$ cat config.mk
export PLATFORM = sky130hd
export DESIGN_NAME = printable_length_counter
export DESIGN_NICKNAME = d
export VERILOG_FILES = /design/src/rtl/plc_pkg.sv /design/src/rtl/plc_flush.sv /design/src/rtl/printable_length_counter.sv
export SDC_FILE = /design/constraint.sdc
export NUM_CORES = 1
export LEC_CHECK = 0
export ABC_AREA = 1
export BUFFER_PORTS_ARGS = -buffer_cell sky130_fd_sc_hd__buf_2
export CORE_ASPECT_RATIO = 0.8
export CORE_MARGIN = 8
export CORE_UTILIZATION = 38
export DETAILED_ROUTE_END_ITERATION = 8
export PLACE_DENSITY = 0.64
export REMOVE_ABC_BUFFERS = 1
export SYNTH_ARGS = -nofsm -noshare
export SYNTH_HDL_FRONTEND = slang
export SYNTH_SLANG_ARGS = --single-unit
$ cat constraint.sdc
create_clock -name clk_i -period 4.5 [get_ports clk_i]
set_input_delay 0.9 -clock clk_i [delete_from_list [all_inputs] [get_ports clk_i]]
set_output_delay 0.9 -clock clk_i [all_outputs]
set_load 0.05 [all_outputs]
$ cat src/rtl/plc_pkg.sv
// types, register codes and per-byte judging functions for the printable length counter
// used by plc_flush and printable_length_counter; no dependencies
package plc_pkg;

  localparam int unsigned CountW = 16;
  localparam logic [CountW-1:0] CountMax = 16'hFFFF;

  localparam logic [7:0] EscStartReset  = 8'd27;
  localparam logic [7:0] EscEndReset    = 8'd109;
  localparam logic [7:0] MkFirstReset   = 8'd37;
  localparam logic [7:0] MkSecondReset  = 8'd94;

  typedef enum logic [7:0] {
    RegEscStart = 8'd0,
    RegEscEnd   = 8'd1,
    RegMkFirst  = 8'd2,
    RegMkSecond = 8'd3
  } plc_reg_e;

  typedef struct packed {
    logic [7:0] esc_start;
    logic [7:0] esc_end;
    logic [7:0] mk_first;
    logic [7:0] mk_second;
  } plc_cfg_t;

  typedef struct packed {
    logic [7:0]        prev;
    logic              in_esc;
    logic              in_mk;
    logic              skip;
    logic [CountW-1:0] seq;
    logic [CountW-1:0] run;
  } plc_state_t;

  // string state handed over on the last byte, with the bytes still unjudged
  typedef struct packed {
    plc_state_t st;
    logic [7:0] byte0;
    logic [7:0] byte1;
    logic       two_held;
  } plc_flush_t;

  function automatic logic [CountW-1:0] plc_sat_add(logic [CountW-1:0] x, logic [1:0] k);
    logic [CountW:0] s;
    s = {1'b0, x} + {{(CountW-1){1'b0}}, k};
    return s[CountW] ? CountMax : s[CountW-1:0];
  endfunction

  function automatic logic [CountW-1:0] plc_sat_sum(logic [CountW-1:0] a, logic [CountW-1:0] b);
    logic [CountW:0] s;
    s = {1'b0, a} + {1'b0, b};
    return s[CountW] ? CountMax : s[CountW-1:0];
  endfunction

  // judge byte c given the next two bytes n1, n2 and whether they exist
  function automatic plc_state_t plc_judge(plc_state_t s, plc_cfg_t cfg, logic [7:0] c,
                                           logic v1, logic [7:0] n1,
                                           logic v2, logic [7:0] n2);
    plc_state_t r;
    logic       delim;
    r     = s;
    delim = (c == cfg.mk_first) && v1 && (n1 == cfg.mk_second);
    if (s.skip) begin
      r.skip = 1'b0;
    end else if (s.in_esc) begin
      if (c == cfg.esc_end) begin
        r.in_esc = 1'b0;
        r.seq    = '0;
      end else begin
        r.seq = plc_sat_add(s.seq, 2'd1);
      end
    end else if (s.in_mk) begin
      if (delim) begin
        r.in_mk = 1'b0;
        r.seq   = '0;
        r.skip  = 1'b1;
      end else begin
        r.seq = plc_sat_add(s.seq, 2'd1);
      end
    end else if (c == cfg.esc_start) begin
      r.in_esc = 1'b1;
      r.seq    = plc_sat_add(s.seq, 2'd1);
    end else if (delim && (s.run == '0 || s.prev != cfg.mk_first ||
                           !(v2 && n2 == cfg.mk_second))) begin
      r.in_mk = 1'b1;
      r.seq   = plc_sat_add(s.seq, 2'd2);
      r.skip  = 1'b1;
    end else begin
      r.run = plc_sat_add(s.run, 2'd1);
    end
    r.prev = c;
    return r;
  endfunction

endpackage

$ cat src/rtl/plc_flush.sv
// end-of-string stages: judges the up to two held bytes and registers the count
// depends on plc_pkg
module plc_flush (
  input  logic                clk_i,
  input  logic                rst_ni,
  input  plc_pkg::plc_cfg_t   cfg_i,
  input  logic                flush_valid_i,
  input  plc_pkg::plc_flush_t flush_i,
  output logic                flush_ready_o,
  output logic                out_valid_o,
  input  logic                out_ready_i,
  output logic [15:0]         printable_count_o
);

  logic                s1_v_q;
  plc_pkg::plc_flush_t s1_q;
  logic                s2_v_q;
  plc_pkg::plc_state_t s2_st_q;
  logic [7:0]          s2_rem_q;
  logic                out_v_q;
  logic [15:0]         out_q;

  logic                out_free;
  logic                s2_free;
  logic                s1_free;
  plc_pkg::plc_state_t s1_st;
  logic [7:0]          s1_rem;
  plc_pkg::plc_state_t s2_st;

  assign out_free      = !out_v_q || out_ready_i;
  assign s2_free       = !s2_v_q || out_free;
  assign s1_free       = !s1_v_q || s2_free;
  assign flush_ready_o = s1_free;

  // second to last byte, its follower is the last byte
  always_comb begin
    if (s1_q.two_held) begin
      s1_st  = plc_pkg::plc_judge(s1_q.st, cfg_i, s1_q.byte0, 1'b1, s1_q.byte1, 1'b0, 8'd0);
      s1_rem = s1_q.byte1;
    end else begin
      s1_st  = s1_q.st;
      s1_rem = s1_q.byte0;
    end
  end

  // last byte has no followers
  assign s2_st = plc_pkg::plc_judge(s2_st_q, cfg_i, s2_rem_q, 1'b0, 8'd0, 1'b0, 8'd0);

  always_ff @(posedge clk_i or negedge rst_ni) begin
    if (!rst_ni) begin
      s1_v_q  <= 1'b0;
      s2_v_q  <= 1'b0;
      out_v_q <= 1'b0;
    end else begin
      if (s1_free) s1_v_q <= flush_valid_i;
      if (s2_free) s2_v_q <= s1_v_q;
      if (out_free) out_v_q <= s2_v_q;
    end
  end

  always_ff @(posedge clk_i) begin
    if (s1_free && flush_valid_i) s1_q <= flush_i;
    if (s2_free && s1_v_q) begin
      s2_st_q  <= s1_st;
      s2_rem_q <= s1_rem;
    end
    if (out_free && s2_v_q) out_q <= plc_pkg::plc_sat_sum(s2_st.run, s2_st.seq);
  end

  assign out_valid_o       = out_v_q;
  assign printable_count_o = out_q;

endmodule

$ cat src/rtl/printable_length_counter.sv
// printable length counter: out_valid_o follows the accepted last byte through the flush
// stages; throughput is one byte per cycle, out_ready_i low backs up into in_ready_o
// each byte is judged once the two bytes after it are known, the bytes still held at the
// end go through two flush stages before the output register
// reset clears all string state and loads the register defaults (27, 109, 37, 94)
// depends on plc_pkg and plc_flush
module printable_length_counter (
  input  logic        clk_i,
  input  logic        rst_ni,
  input  logic        in_valid_i,
  output logic        in_ready_o,
  input  logic [7:0]  char_byte_i,
  input  logic        last_byte_i,
  output logic        out_valid_o,
  input  logic        out_ready_i,
  output logic [15:0] printable_count_o,
  input  logic        cfg_valid_i,
  output logic        cfg_ready_o,
  input  logic [7:0]  cfg_index_i,
  input  logic [7:0]  cfg_data_i
);

  plc_pkg::plc_cfg_t   cfg_q;
  plc_pkg::plc_state_t st_q, st_d;
  logic [7:0]          w0_q, w0_d, w1_q, w1_d;
  logic [1:0]          held_q, held_d;

  logic                accept;
  logic                flush_ready;
  plc_pkg::plc_flush_t flush;

  assign cfg_ready_o = 1'b1;
  assign in_ready_o  = flush_ready;
  assign accept      = in_valid_i && in_ready_o;

  always_comb begin
    st_d   = st_q;
    w0_d   = w0_q;
    w1_d   = w1_q;
    held_d = held_q;
    if (held_q == 2'd2) begin
      st_d   = plc_pkg::plc_judge(st_q, cfg_q, w0_q, 1'b1, w1_q, 1'b1, char_byte_i);
      w0_d   = w1_q;
      w1_d   = char_byte_i;
    end else if (held_q == 2'd1) begin
      w1_d   = char_byte_i;
      held_d = 2'd2;
    end else begin
      w0_d   = char_byte_i;
      held_d = 2'd1;
    end
    flush.st       = st_d;
    flush.byte0    = w0_d;
    flush.byte1    = w1_d;
    flush.two_held = (held_d == 2'd2);
  end

  always_ff @(posedge clk_i or negedge rst_ni) begin
    if (!rst_ni) begin
      st_q   <= '0;
      w0_q   <= '0;
      w1_q   <= '0;
      held_q <= '0;
    end else if (accept) begin
      if (last_byte_i) begin
        // string handed to the flush stages, start clean
        st_q   <= '0;
        w0_q   <= '0;
        w1_q   <= '0;
        held_q <= '0;
      end else begin
        st_q   <= st_d;
        w0_q   <= w0_d;
        w1_q   <= w1_d;
        held_q <= held_d;
      end
    end
  end

  always_ff @(posedge clk_i or negedge rst_ni) begin
    if (!rst_ni) begin
      cfg_q.esc_start <= plc_pkg::EscStartReset;
      cfg_q.esc_end   <= plc_pkg::EscEndReset;
      cfg_q.mk_first  <= plc_pkg::MkFirstReset;
      cfg_q.mk_second <= plc_pkg::MkSecondReset;
    end else if (cfg_valid_i && cfg_ready_o) begin
      unique case (cfg_index_i)
        plc_pkg::RegEscStart: cfg_q.esc_start <= cfg_data_i;
        plc_pkg::RegEscEnd:   cfg_q.esc_end   <= cfg_data_i;
        plc_pkg::RegMkFirst:  cfg_q.mk_first  <= cfg_data_i;
        plc_pkg::RegMkSecond: cfg_q.mk_second <= cfg_data_i;
        default: ;
      endcase
    end
  end

  plc_flush u_flush (
    .clk_i             (clk_i),
    .rst_ni            (rst_ni),
    .cfg_i             (cfg_q),
    .flush_valid_i     (in_valid_i && last_byte_i),
    .flush_i           (flush),
    .flush_ready_o     (flush_ready),
    .out_valid_o       (out_valid_o),
    .out_ready_i       (out_ready_i),
    .printable_count_o (printable_count_o)
  );

endmodule

==> qor.csv, run 1 <==
stage,metric,value,unit
run_status,status,"finished, final reports clean",
setup_path,"most used cell, CP",nand3_1,
setup_path,crit path DAT,4.32,ns
routing,DR iter-0 viols,1617,
synth,register bit total from synthesis,207,
floorplan,die height,191,um
sta,Max Slew Vio Count,0,
power_and_ir_drop,Sw Pwr,2.14,mW
power_and_ir_drop,P_int,3.96,mW
routing,drc violations,0,
sta,Rel. slew slack,37.3,%
synth,"count leader, synth",nand2_1,
synth,Commonest cells post-synth,"550 x nand2_1, 271 x inv_1, 175 x o21ai_0",
cts,CTS tree,built,
setup_path,crit-path cells,or2_2 -> nand3_1 -> nor2_1 -> nand2_1 -> inv_1 -> nor2_1 -> inv_1 -> or2_2 -> o22ai_1 -> inv_1 -> ha_1 -> nand3_1 -> nand2_1 -> a31oi_1 -> o21ai_0 -> a21boi_0 -> o21ai_0 -> nand2_1 -> nand3_1 -> nand3_1,
floorplan,num rows,64,
synth,Yosys top cell area share,23.0,%
synth,Syn Inst Count,1990,
power_and_ir_drop,share of power burned in registers,40.7,%
setup_path,worst path bufs/invs,3,
power_and_ir_drop,combinational group share of total power,27.2,%
floorplan,Die Wd,234,um
cts,cts hold-fix bufs,0,
sta,post-route clock period utilization,90.3,%
setup_path,crit-path leading delay family,simple AND/OR/NAND/NOR gates,
global_routing,total congestion overflow,0,
cts,post_cts resized,0,
synth,ys flop type,edfxtp_1,
setup_path,Max stage delay on crit path,0.40,ns
power_and_ir_drop,Max VDD drop,0.300,mV
floorplan,starting density of the core,38.2,%
synth,Post-Syn Area,0.0145,mm^2
global_routing,M3 GR Usage,3.54,%
synth,"Seq/Total Area, Yosys",39.7,%
routing,average routed wire per standard cell,16.6,um
hold_path,Hold/Removal Path Class,in2async,
cts,clock sink count,207,
sta,Peak Freq,246,MHz
floorplan,I/O pin total,49,
sta,Hold Slack,0.230,ns
cells_and_area,antenna cell count,0,
floorplan,die area,0.0447,mm^2
sta,minimum clock period,4.06,ns
global_routing,Top Usage Layer GRT,met1,
cts,Clock Latency Late Sink,0.52,ns
global_routing,met2 Usage GRT,27.6,%
synth,Post-synth EDFFs,111,
power_and_ir_drop,Sw Ratio,35.0,%
routing,ANT nets after route,0,
sta,Final setup viols,0,
setup_path,CP Capture Type,register,
setup_path,R2R Setup Slk,0.44,ns
power_and_ir_drop,Leakage Power,7.15,nW
cells_and_area,area delta synth->final,10.4,%
cts,CTS HTree Levels,1,
global_routing,first-pass GRT wire length,67400,um
global_routing,GRT Resource Usage Total,18.6,%
run,maximum capacitance violations,0,
sta,final hold viol count,0,
cells_and_area,nets,2085,
synth,"top cells by area, synth","edfxtp_1 23%, nand2_1 14%, dfrtp_1 14%, inv_1 7.0%, o21ai_0 6.0%",
cts,CTS Buf Count,23,
global_routing,vias in the first global route,12361,
synth,Ys Warns,0,
cts,Root Buffer,clkbuf_16,
synth,"FFs w/ async S/R, synth",46.4,%
setup_path,Critical Path RT,4.76,ns
synth,synth unique cells,59,
place,GP Congestion,0.938,
global_routing,met1 usage,28.1,%
setup_path,Worst R2R Path Depth,20,
place,PortBufs,47,
synth,synthesized area per cell,7.29,um^2
setup_path,crit-path max FO,5,
place,HPWL Detailed,31700,um
setup_path,R2R Path Start,cfg_q[28],
cts,clk buf depth,3,
routing,Vias,13397,
sta,measured slew at the worst slew-check pin,0.936,ns
routing,drt first pass iters,5,
power_and_ir_drop,clock power share,32.1,%
sta,Setup TNS,0,ns
setup_path,Worst Setup Path Type,reg2reg,
cts,clock-pin slew on the worst setup and hold paths,0.07,ns
setup_path,Critical Path Start Type,register,
floorplan,Core Area,0.0380,mm^2
sta,unrepaired setup endpoints after global routing,no,
place,Inst Count DP,2497,
cts,post-CTS setup buffer count,0,
routing,vias per inst,5.28,
cells_and_area,ratio of cells with drive above 1 in the final layout,9.25,%
power_and_ir_drop,PD cells,381,mW/mm^2
global_routing,largest net degree at the start of global routing,49,
setup_path,Reg2Reg Capture Point,u_flush.printable_count_o[13],
routing,total routed wirelength,42200,um
global_routing,initial antenna violation count,0,
synth,largest area contributor in the netlist,edfxtp_1,
power_and_ir_drop,Total Power,6.10,mW
cells_and_area,fin cells,2538,
sta,Worst Skew,0.0120,ns
setup_path,slowest CP cell,dfstp_2,
[cell usage in the layout (no fill, tap or decap), types with 29 or more instances in the layout]
| cell | instances |
|---|---|
| xnor2_1 | 57 |
| a21oi_1 | 74 |
| xor2_1 | 43 |
| dfrtp_1 | 79 |
| nand2_1 | 550 |
| nand4_1 | 46 |
| o21ai_0 | 175 |
| edfxtp_1 | 111 |
| nor3_1 | 29 |
| buf_2 | 46 |
| nand3_1 | 124 |
| o22ai_1 | 34 |
| inv_1 | 270 |
| nor2_1 | 134 |
[power by group through the flow]
stage	sequential [mW]	combinational [mW]	clock, mW
after detailed placement	2.51	1.64	0
final	2.48	1.66	1.96
after floorplan	2.50	1.12	0
after CTS	2.47	1.65	2.00
after global routing	2.51	1.86	2.06
after global placement	2.51	1.61	0
[layer usage]
metal | share of wire [%] | vias to the layer above
li1 | - | 6620
met1 | 48 | 6248
met2 | 42 | 477
met3 | 8.3 | 52
met4 | 1.4 | 0
met5 | 0 | -
[worst max-delay path by stage]
stage | startpoint | endpoint | slack, ns | depth (start not counted)
floorplan | out_ready_i | u_flush.s1_q[0] | 0.57 | 8
global placement | cfg_q[25] | u_flush.printable_count_o[13] | 0.60 | 21
detailed placement | cfg_q[28] | u_flush.printable_count_o[13] | 0.54 | 20
CTS | cfg_q[28] | u_flush.printable_count_o[13] | 0.52 | 20
global route | u_flush.s2_st_q[17] | u_flush.printable_count_o[13] | 0.08 | 22
finish | cfg_q[28] | u_flush.printable_count_o[13] | 0.44 | 20
[layout make-up]
| cell class | count | area, um^2 |
|---|---|---|
| fillers | 3889 | 22000 |
| multi-input cells | 1439 | 7400 |
| flip-flops and latches | 207 | 5760 |
| inverters | 294 | 1100 |
| clock buffers | 28 | 624 |
| well taps | 495 | 619 |
| repair buffers | 62 | 350 |
| clock inverters | 13 | 154 |
[worst reg2reg max path, cell delays in order, from the launching register on]
cell and delay (ns):
dfstp_2 0.40, or2_2 0.30, nand3_1 0.07, nor2_1 0.04
nand2_1 0.18, inv_1 0.14, nor2_1 0.24, inv_1 0.12
or2_2 0.29, o22ai_1 0.11, inv_1 0.10, ha_1 0.29
nand3_1 0.07, nand2_1 0.11, a31oi_1 0.12, o21ai_0 0.40
a21boi_0 0.24, o21ai_0 0.31, nand2_1 0.12, nand3_1 0.08
nand3_1 0.08
[cells by family after synthesis]
kind of cell               Yosys count  synth area share (%)
AOI/OAI and AO/OA                  348                  13.2
xor gates and xnor gates           100                  6.04
adders and majority gates           28                  2.47
buffers and inverters              344                  9.29
DFF                                207                  39.7
other                                1                0.0259
and+or+nand+nor                    962                  29.3
[registers in the layout, summed over array words and instances, names as in the netlist]
name                       count
w0_q                           8
u_flush.s1_v_q                 1
u_flush.s2_v_q                 1
cfg_q                         32
u_flush.s2_rem_q               8
w1_q                           8
u_flush.out_valid_o            1
held_q                         2
u_flush.s2_st_q               34
u_flush.printable_count_o     16
u_flush.s1_q                  52
st_q                          43
u_flush.s2_st                  1
[per-stage QoR]
step	instance area, um^2	setup WS, ns	util [%]
floorplan	14300	0.571	-
global placement	15200	0.597	40.1
detailed placement	15200	0.543	40.1
CTS	16000	0.524	42.2
global route	16000	0.0788	42.2
finish	16000	0.438	42.2
Power figures use the tool's default switching activity.
==> run 2: changes to the inputs <==
--- a/config.mk
+++ b/config.mk
@@ -5,7 +5,6 @@
 export SDC_FILE = /design/constraint.sdc
 export NUM_CORES = 1
 export LEC_CHECK = 0
-export ABC_AREA = 1
 export BUFFER_PORTS_ARGS = -buffer_cell sky130_fd_sc_hd__buf_2
 export CORE_ASPECT_RATIO = 0.8
 export CORE_MARGIN = 8
==> run 2 against run 1 <==
  * Die area down 3.6%
  * Worst hold slack improved by 0.073 ns
  * Critical path type unchanged
  * Synthesized cell count down 23%
  * Largest cell class unchanged
  * Fmax decreased by 4.0%
  * Global-route usage fell by 1.0 points
  * Non-clock buffer count rose by 13
  * Combinational power increased by 7%
  * First-iteration DRC count decreased by 33%
==> qor.csv, run 2 <==
stage,metric,value,unit,change
setup_path,Critical Path RT,4.76,ns,about the same
sta,Hold Slack,0.303,ns,was 0.230 ns
cells_and_area,# fillers,3497,,was 3889
synth,Post-synth EDFFs,111,,unchanged
setup_path,crit-path max FO,13,,was 5
routing,drt first pass iters,6,,was 5
cts,clk buf depth,3,,unchanged
cells_and_area,Largest Register,u_flush.s1_q,,unchanged
cts,Root Buffer,clkbuf_16,,unchanged
sta,Max Slew Vio Count,0,,unchanged
synth,"FFs w/ async S/R, synth",46.4,%,unchanged
cts,CTS tree,built,,unchanged
synth,Yosys top cell area share,23.9,%,was 23.0%
setup_path,Worst Setup Path Type,reg2reg,,unchanged
setup_path,Critical Path Start Type,register,,unchanged
synth,synthesized area per cell,9.14,um^2,was 7.29 um^2
synth,Post-Syn Area,0.0139,mm^2,was 0.0145 mm^2
power_and_ir_drop,Total Power,6.34,mW,was 6.10 mW
place,HPWL Detailed,29200,um,was 31700 um
synth,register bit total from synthesis,207,,unchanged
routing,ANT nets after route,0,,unchanged
setup_path,R2R Setup Slk,0.27,ns,was 0.44 ns
cells_and_area,fin cells,2040,,was 2538
cells_and_area,area delta synth->final,10.7,%,was 10.4%
cts,clock sink count,207,,unchanged
global_routing,total congestion overflow,0,,unchanged
floorplan,Core Area,0.0360,mm^2,was 0.0380 mm^2
global_routing,vias in the first global route,11035,,was 12.4k
routing,DR iter-0 viols,1080,,was 1617
global_routing,largest net degree at the start of global routing,51,,was 49
synth,ys flop type,edfxtp_1,,unchanged
synth,Commonest cells post-synth,"183 x nand2_1, 116 x a21oi_1, 111 x edfxtp_1",,"was 550 x nand2_1, 271 x inv_1, 175 x o21ai_0"
cells_and_area,max reg flops,52,,unchanged
cells_and_area,nets,1600,,was 2085
power_and_ir_drop,Max VDD drop,0.257,mV,was 0.300 mV
sta,Setup TNS,0,ns,unchanged
place,GP Congestion,0.906,,was 0.938
synth,Ys Warns,0,,unchanged
place,"Cell Area, Placed",0.0146,mm^2,was 0.0152 mm^2
sta,post-route clock period utilization,94.0,%,was 90.3%
synth,"top cells by area, synth","edfxtp_1 24%, dfrtp_1 14%, nand2_1 4.9%, xnor2_1 4.8%, mux2_2 4.4%",,"was edfxtp_1 23%, nand2_1 14%, dfrtp_1 14%, inv_1 7.0%, o21ai_0 6.0%"
cells_and_area,post-route cell area,0.0154,mm^2,was 0.0160 mm^2
sta,minimum clock period,4.23,ns,was 4.06 ns
sta,setup slack after layout,0.269,ns,was 0.438 ns
floorplan,die area,0.0431,mm^2,was 0.0447 mm^2
hold_path,Hold/Removal Path Class,in2async,,unchanged
floorplan,die height,187,um,was 191 um
sta,Final setup viols,0,,unchanged
cells_and_area,ratio of cells with drive above 1 in the final layout,13.2,%,was 9.25%
floorplan,starting density of the core,38.7,%,was 38.2%
floorplan,num rows,62,,was 64
run_status,status,"finished, final reports clean",,unchanged
synth,Syn Inst Count,1524,,was 1990
cells_and_area,antenna cell count,0,,unchanged
cts,clock-pin slew on the worst setup and hold paths,0.06,ns,was 0.07 ns
floorplan,Die Wd,230,um,was 234 um
power_and_ir_drop,Leakage Power,5.86,nW,was 7.15 nW
synth,"count leader, synth",nand2_1,,unchanged
cts,CTS HTree Levels,1,,unchanged
routing,total routed wirelength,40000,um,was 42200 um
power_and_ir_drop,PD cells,412,mW/mm^2,was 381 mW/mm^2
routing,vias per inst,5.86,,was 5.28
global_routing,GRT Resource Usage Total,17.6,%,was 18.6%
place,Inst Count DP,1993,,was 2497
cts,Clock Latency Late Sink,0.52,ns,about the same
routing,average routed wire per standard cell,19.6,um,was 16.6 um
sta,Worst Skew,0.0203,ns,was 0.0120 ns
synth,largest area contributor in the netlist,edfxtp_1,,unchanged
sta,unrepaired setup endpoints after global routing,no,,unchanged
cells_and_area,"commonest non-fill, non-tap cell in the layout",nand2_1,,unchanged
place,dpl ws,0.0170,ns,was 0.543 ns
setup_path,CP Capture Type,register,,unchanged
sta,Peak Freq,236,MHz,was 246 MHz
global_routing,initial antenna violation count,0,,unchanged
place,PortBufs,47,,unchanged
floorplan,I/O pin total,49,,unchanged
routing,Vias,11961,,was 13.4k
cts,CTS Buf Count,25,,was 23
cells_and_area,largest registers,"u_flush.s1_q x52, st_q x43, u_flush.s2_st_q x34",,unchanged
sta,final hold viol count,0,,unchanged
cells_and_area,"Core Util, Final",42.8,%,was 42.2%
synth,"Seq/Total Area, Yosys",41.3,%,was 39.7%
routing,drc violations,0,,unchanged
sta,Rel. slew slack,30.8,%,was 37.3%
sta,measured slew at the worst slew-check pin,1.03,ns,was 0.936 ns
run,maximum capacitance violations,0,,unchanged
global_routing,first-pass GRT wire length,62500,um,was 67400 um
synth,synth unique cells,83,,was 59
setup_path,crit path DAT,4.49,ns,was 4.32 ns
cells_and_area,most frequent cells in the layout,"182 x nand2_1, 115 x a21oi_1, 111 x edfxtp_1",,"was 550 x nand2_1, 270 x inv_1, 175 x o21ai_0"
run 2: cell count changes after synthesis, moves of 30 or more:
cell | before | now
a21oi_1 | 74 | 116
a31oi_1 | 4 | 37
inv_1 | 271 | 38
mux2_2 | 0 | 54
nand2_1 | 550 | 183
nand2b_1 | 0 | 30
nand3_1 | 124 | 56
nor2_1 | 135 | 90
o21ai_0 | 175 | 92
o22ai_1 | 34 | 4
run 2: layout make-up:
type | instances | area (um^2) | area share (%)
sequential | 207 | 5760 | 37.3
tap | 480 | 601 | 3.90
inverter | 38 | 143 | 0.925
clock buffer | 38 | 696 | 4.51
multi-input combinational | 1195 | 7710 | 50.0
clock inverter | 7 | 61.3 | 0.398
timing repair buffer | 75 | 448 | 2.91
run 2: where the power goes:
group	internal (mW)	leakage (nW)	total [mW]	switching, mW
combinational	0.686	3.18	1.77	1.09
clock	1.12	0.368	1.88	0.765
sequential	2.30	2.31	2.69	0.385
run 2: layer usage:
| metal | global-route usage, % | vias to the layer above | wire length (um) | share of wire (%) |
|---|---|---|---|---|
| li1 | - | 5661 | - | - |
| met1 | 26.9 | 5739 | 19400 | 49 |
| met2 | 25.5 | 505 | 16800 | 42 |
| met3 | 2.58 | 56 | 2980 | 7.5 |
| met4 | 4.40 | 0 | 853 | 2.1 |
| met5 | 0 | - | 0 | 0 |
run 2: timing repair:
action                                  CTS  global route
hold buffers                              0             0
pin swaps                                 0             1
setup buffers                             0             2
endpoints found under the setup margin    1            16
gates resized for setup                   1             7
run 2: kinds of logic after synthesis:
family          share of synthesized area (%)
simple gates                             20.2
buf+inv                                  3.54
fa+ha+maj                                2.57
flops                                    41.3
xor+xnor                                 8.62
other cells                            0.0269
mux                                      5.54
compound gates                           18.1
run 2: critical path, stage by stage, from the launching register on:
cell      delay [ns]
edfxtp_1        0.42
ha_1            0.26
nand3_1         0.15
nor4_2          0.08
and3_2          0.25
nand2b_4        0.10
and2_1          0.21
nand2_1         0.07
a21oi_1         0.16
nor2_1          0.07
ha_1            0.22
fa_1            0.42
a21oi_2         0.18
o21ai_0         0.11
a21oi_1         0.22
o21ai_1         0.16
o211ai_1        0.31
a211oi_2        0.17
nor2_1          0.13
buf_4           0.18
o21ai_0         0.10
run 2: path summary, 6_finish.rpt:
kind	cells after the start	to	startpoint
setup / recovery	20	u_flush.printable_count_o[15]	u_flush.s2_st_q[16]
hold / removal	1	st_q[36]	rst_ni
setup reg to reg	20	u_flush.printable_count_o[15]	u_flush.s2_st_q[16]
hold reg to reg	1	u_flush.s2_v_q	u_flush.s1_v_q
max in group asynchronous	2	st_q[41]	rst_ni
min in group clk_i	1	u_flush.s2_v_q	u_flush.s1_v_q
